--- src/design/gaussian_pyramid_reduce_5x5_assert.svh ---
// ----------------------------------------------------------------------------
// Assertion macros for the Gaussian pyramid reduce block
// Shared helpers for the concurrent checks; clk_i and rst_ni must be in scope.
// ----------------------------------------------------------------------------
`ifndef GAUSSIAN_PYRAMID_REDUCE_5X5_ASSERT_SVH
`define GAUSSIAN_PYRAMID_REDUCE_5X5_ASSERT_SVH

// A condition that holds at every clock edge out of reset.
`define GPR_ASSERT_ALWAYS(lbl, cond, msg) \
  lbl: assert property (@(posedge clk_i) disable iff (!rst_ni) (cond)) else $error(msg);

// A condition that, once seen, implies another one on the following edge.
`define GPR_ASSERT_NEXT(lbl, ante, cons, msg) \
  lbl: assert property (@(posedge clk_i) disable iff (!rst_ni) (ante) |=> (cons)) else $error(msg);

`endif

--- src/design/gpr5x5_pkg.sv ---
// ----------------------------------------------------------------------------
// Gaussian pyramid reduce package
// Field widths, register indexes, line store word and result types.
// ----------------------------------------------------------------------------
package gpr5x5_pkg;

  localparam int PIX_W      = 8;
  localparam int CFG_W      = 12;
  localparam int CFG_IDX_W  = 2;
  localparam int CFG_DIM_RST = 2048;

  localparam logic [CFG_IDX_W-1:0] REG_SRC_WIDTH  = 2'd0;
  localparam logic [CFG_IDX_W-1:0] REG_SRC_HEIGHT = 2'd1;
  localparam logic [CFG_IDX_W-1:0] REG_ROUNDING   = 2'd2;

  // Horizontal and vertical partial sum widths.
  localparam int ROW_PART_W = 11;
  localparam int ROW_ODD_W  = 10;
  localparam int HSUM_W     = 12;
  localparam int CUR_W      = 12;
  localparam int UPPER_W    = 15;
  localparam int ODD_W      = 14;
  localparam int SUM_W      = 16;

  localparam logic [SUM_W-1:0] ROUND_BIAS = 16'd128;

  localparam int OUT_FIFO_DEPTH = 4;
  localparam int FIFO_PTR_W     = 2;
  localparam int FIFO_CNT_W     = 3;

  typedef enum logic [2:0] {
    EV_FIRST,
    EV_ODD,
    EV_EVEN,
    EV_FLUSH_ODDH,
    EV_FLUSH_EVENH
  } ev_kind_e;

  // One entry of the column line store: the three vertical partial sums.
  typedef struct packed {
    logic [ODD_W-1:0]   odd;
    logic [UPPER_W-1:0] upper;
    logic [CUR_W-1:0]   cur;
  } line_word_t;

  typedef struct packed {
    logic [PIX_W-1:0] pix;
    logic             row_end;
    logic             frame_end;
    logic             last;
  } result_t;

endpackage

--- src/design/gpr5x5_out_fifo.sv ---
// ----------------------------------------------------------------------------
// Result buffer
// Small queue that takes up to two results per cycle and hands one out.
// ----------------------------------------------------------------------------
module gpr5x5_out_fifo (
  input  logic                                clk_i,
  input  logic                                rst_ni,
  input  logic [1:0]                          push_n_i,
  input  gpr5x5_pkg::result_t                 push0_i,
  input  gpr5x5_pkg::result_t                 push1_i,
  input  logic                                pop_i,
  output gpr5x5_pkg::result_t                 head_o,
  output logic [gpr5x5_pkg::FIFO_CNT_W-1:0]   cnt_o
);
  import gpr5x5_pkg::*;

  result_t                entry_q [OUT_FIFO_DEPTH];
  logic [FIFO_PTR_W-1:0]  wp_q, wp_d, rp_q, rp_d, wp_nx;
  logic [FIFO_CNT_W-1:0]  cnt_q, cnt_d;

  assign wp_nx = wp_q + 1'b1;
  assign wp_d  = wp_q + FIFO_PTR_W'(push_n_i);
  assign rp_d  = rp_q + FIFO_PTR_W'(pop_i);
  assign cnt_d = cnt_q + FIFO_CNT_W'(push_n_i) - FIFO_CNT_W'(pop_i);

  always_ff @(posedge clk_i or negedge rst_ni) begin
    if (!rst_ni) begin
      wp_q  <= '0;
      rp_q  <= '0;
      cnt_q <= '0;
    end else begin
      wp_q  <= wp_d;
      rp_q  <= rp_d;
      cnt_q <= cnt_d;
    end
  end

  always_ff @(posedge clk_i) begin
    if (push_n_i != 2'd0) begin
      entry_q[wp_q] <= push0_i;
    end
    if (push_n_i == 2'd2) begin
      entry_q[wp_nx] <= push1_i;
    end
  end

  assign head_o = entry_q[rp_q];
  assign cnt_o  = cnt_q;

endmodule

--- config.mk ---
export PLATFORM = sky130hd
export DESIGN_NAME = gpr5x5_out_fifo
export DESIGN_NICKNAME = d
export VERILOG_FILES = /design/src/design/gaussian_pyramid_reduce_5x5_assert.svh /design/src/design/gpr5x5_pkg.sv /design/src/design/gpr5x5_out_fifo.sv
export SDC_FILE = /design/constraint.sdc
export NUM_CORES = 1
export LEC_CHECK = 0
export ABC_CLOCK_PERIOD_IN_PS = 4070
export BUFFER_PORTS_ARGS = -buffer_cell sky130_fd_sc_hd__buf_2
export CAP_MARGIN = 20
export CORE_MARGIN = 2
export CORE_UTILIZATION = 39
export DETAILED_ROUTE_END_ITERATION = 12
export GPL_TIMING_DRIVEN = 0
export PLACE_DENSITY = 0.67
export SLEW_MARGIN = 20
export SYNTH_ARGS = -nofsm -noshare
export SYNTH_HDL_FRONTEND = slang
export SYNTH_SLANG_ARGS = --single-unit
--- constraint.sdc ---
create_clock -name clk_i -period 4.07 [get_ports clk_i]
set_input_delay 0.814 -clock clk_i [delete_from_list [all_inputs] [get_ports clk_i]]
set_output_delay 0.814 -clock clk_i [all_outputs]
set_load 0.03 [all_outputs]
==> results.toml <==
[outcome]
status = "completed"

[synthesis]
synth_area_leaders = "edfxtp_1 52%, mux2_2 19%, mux4_2 9.8%, dfrtp_1 6.9%, ha_1 2.5%"
synth-seq-cells = 51
synth_nets = 175
yosysSeqAreaShare_pct = 59.0
synth_commonest_cells = "44 x edfxtp_1, 43 x mux2_2, 11 x mux4_2"
synth_enable_flop_cells = 44
avgSynthCellArea_um2 = 17.9
postSynthCellCount = 142
ys.flop_type = "edfxtp_1"
yosysTopAreaCell = "edfxtp_1"
yosysMostFrequentCell = "edfxtp_1"
synth_cell_types = 23
yosys.area.top_type_share_pct = 52.1
synth_area_um2 = 2540
synthArstFlopShare_pct = 13.7
synth_warnings = 0

[pwr]
seqPwrFrac_pct = 40.6
ir_drop_mv = 0.339
pwr-share-clk_pct = 16.7
combPwrFrac_pct = 42.7
switching_share_pct = 36.6
power.total_mw = 2.08
power.switching_mw = 0.762
internal-power_mw = 1.32
power.leakage_nw = 1.11
power_density_nw_per_um2 = 703

[global_route]
grt_pass1_vias = 1483
grt_pass1_wl_mm = 7.71
grt_max_degree = 16
track_usage_pct = 14.3
antenna_found_initial = 0
overflow = 0

[floorplanning]
die_width_um = 84.6
die-area_um2 = 7160
core_um2 = 6310
std_cell_rows = 29
num_io_pins = 41
start_util_pct = 40.2
die_y_um = 84.6

[clocking]
cts_tree = "done"
numCtsBuffers = 5
cts_root_buffer = "clkbuf_8"
postCtsResizedCells = 0
clkLatencyLatePin_ps = 310
h-tree-depth = 2
clkSlewWorstSetupHoldPaths_ps = 90
cts_setup_buffers = 0
clock-sinks = 51
ctsHoldBuffers = 0
clock_path_buffers = 2

[timing]
skew_ps = 7.55
period_share_pct = 67.1
max_freq_mhz = 366
fin_ws_ps = 1340
finalSetupViolations = 0
rsz0062_at_grt = "false"
finalMaxSlewViolations = 0
hold_violations = 0
holdWs_ps = 331
period_needed_ps = 2730
worst_slew_pin_slew_ps = 763
tns_ps = 0
timing.slew.headroom_pct = 49.2

[drt]
highest_layer = "met4"
firstDrtPassIters = 4
vias_per_cell = 5.25
vias = 1403
drt_iter0_markers = 34
drc = 0
drt-met1-wl_mm = 2.13
route.met3.wl_um = 235
post_drt_wl_per_cell_um = 18.1
ant_nets = 0
wl_met2_mm = 2.42
totalWireLength_mm = 4.83

[worst_setup_path]
crit_chain = "buf_1 -> mux4_2 -> buf_2"
worst_ep_arrival_time_ps = 1920
path_class = "flop to output pin"
r2r-end = "entry_q[2][7]$_DFFE_PP_"
crit_required_ps = 3260
crit_buf_inv = 2
end_kind = "output pin"
crit_family = "buffers and inverters"
r2r_cells = 4
crit_path_max_incr_delay_ps = 600
cpMaxStageDelayCell = "buf_1"
reg2reg_slack_ps = 2160
r2r-start = "wp_q[1]$_DFF_PN0_"
cp_max_fo = 10
crit_path_start_kind = "flop"

[cells_and_area]
fin_cells = 267
final_design_area_no_fill_um2 = 2960
final_core_util_pct = 46.9
num_antenna_cells = 0
nNetsFinal = 222
fillers = 581
drive_gt1_share_pct = 60.0
area_growth_syn_to_layout_pct = 16.8

[placed_design]
dp_cells = 259
dp_slack_ps = 1610
place_area_um2 = 2850
dp_hpwl_mm = 3.23
portBuffers = 39
gp_congestion = 0.715

[flow_run]
maxCapViolCount = 0

[hold_path]
hold_class = "input pin to async pin"
-- cell usage in the layout, fill, tap and decap left out, types with 2 or more instances in the layout --
cell	count
clkbuf_8	5
buf_4	2
mux2_2	43
and4bb_2	2
buf_2	43
inv_1	6
xnor2_1	3
mux4_2	11
ha_1	5
edfxtp_1	44
dfrtp_1	7
xor2_1	2
buf_6	2
-- worst max path at each step --
stage | from | end | slack, ps | cells after the start
6_report | rp_q[1]$_DFF_PN0_ | head_o[7] | 1340 | 3
4_1_cts | rp_q[1]$_DFF_PN0_ | head_o[8] | 1330 | 3
5_1_grt | rp_q[1]$_DFF_PN0_ | head_o[4] | 1240 | 3
3_5_place_dp | push_n_i[0] | entry_q[1][2]$_DFFE_PP_ | 1610 | 3
3_3_place_gp | push_n_i[0] | entry_q[0][9]$_DFFE_PP_ | 1020 | 3
2_1_floorplan | push_n_i[1] | entry_q[0][0]$_DFFE_PP_ | 1740 | 3
-- routing by layer --
metal	track usage, %	vias up
li1	-	655
met1	18.2	706
met2	24.4	37
met3	4.03	5
met4	3.46	0
met5	0	-
-- cells by family after synthesis --
logic type	share of synthesized area (%)
adders and majority gates	3.26
muxes	29.7
DFF	59.0
AOI/OAI and AO/OA	0.987
buffers and inverters	2.86
xor gates and xnor gates	1.73
and+or+nand+nor	2.47
-- final cells by class --
| cell class | count | area, um^2 | share of cell area, % |
|---|---|---|---|
| plain buffers | 8 | 50.0 | 1.69 |
| well taps | 77 | 96.3 | 3.25 |
| repair buffers | 40 | 206 | 6.97 |
| inverters | 6 | 22.5 | 0.760 |
| clock buffers | 5 | 68.8 | 2.32 |
| flip-flops and latches | 51 | 1500 | 50.5 |
| multi-input cells | 77 | 983 | 33.2 |
| clock inverters | 3 | 38.8 | 1.31 |
-- registers in the layout (all words and copies together) (netlist names) --
| register | count |
|---|---|
| cnt_o | 3 |
| rp_q | 2 |
| entry_q | 44 |
| wp_q | 2 |
-- worst reg2reg max path, stage by stage, from the launching register on --
cell	delay, ps
dfrtp_1	370
buf_2	180
and4bb_2	360
buf_6	180
a21o_1	460
-- power by group through the flow --
stage / Sequential (mW) / Combinational (mW) / Clock [mW]
2_1_floorplan: 0.864 / 0.629 / 0
3_3_place_gp: 0.852 / 0.877 / 0
3_5_place_dp: 0.860 / 0.904 / 0
4_1_cts: 0.849 / 0.905 / 0.352
5_1_grt: 0.864 / 0.967 / 0.374
6_report: 0.845 / 0.889 / 0.347
Power figures use the tool's default switching activity.
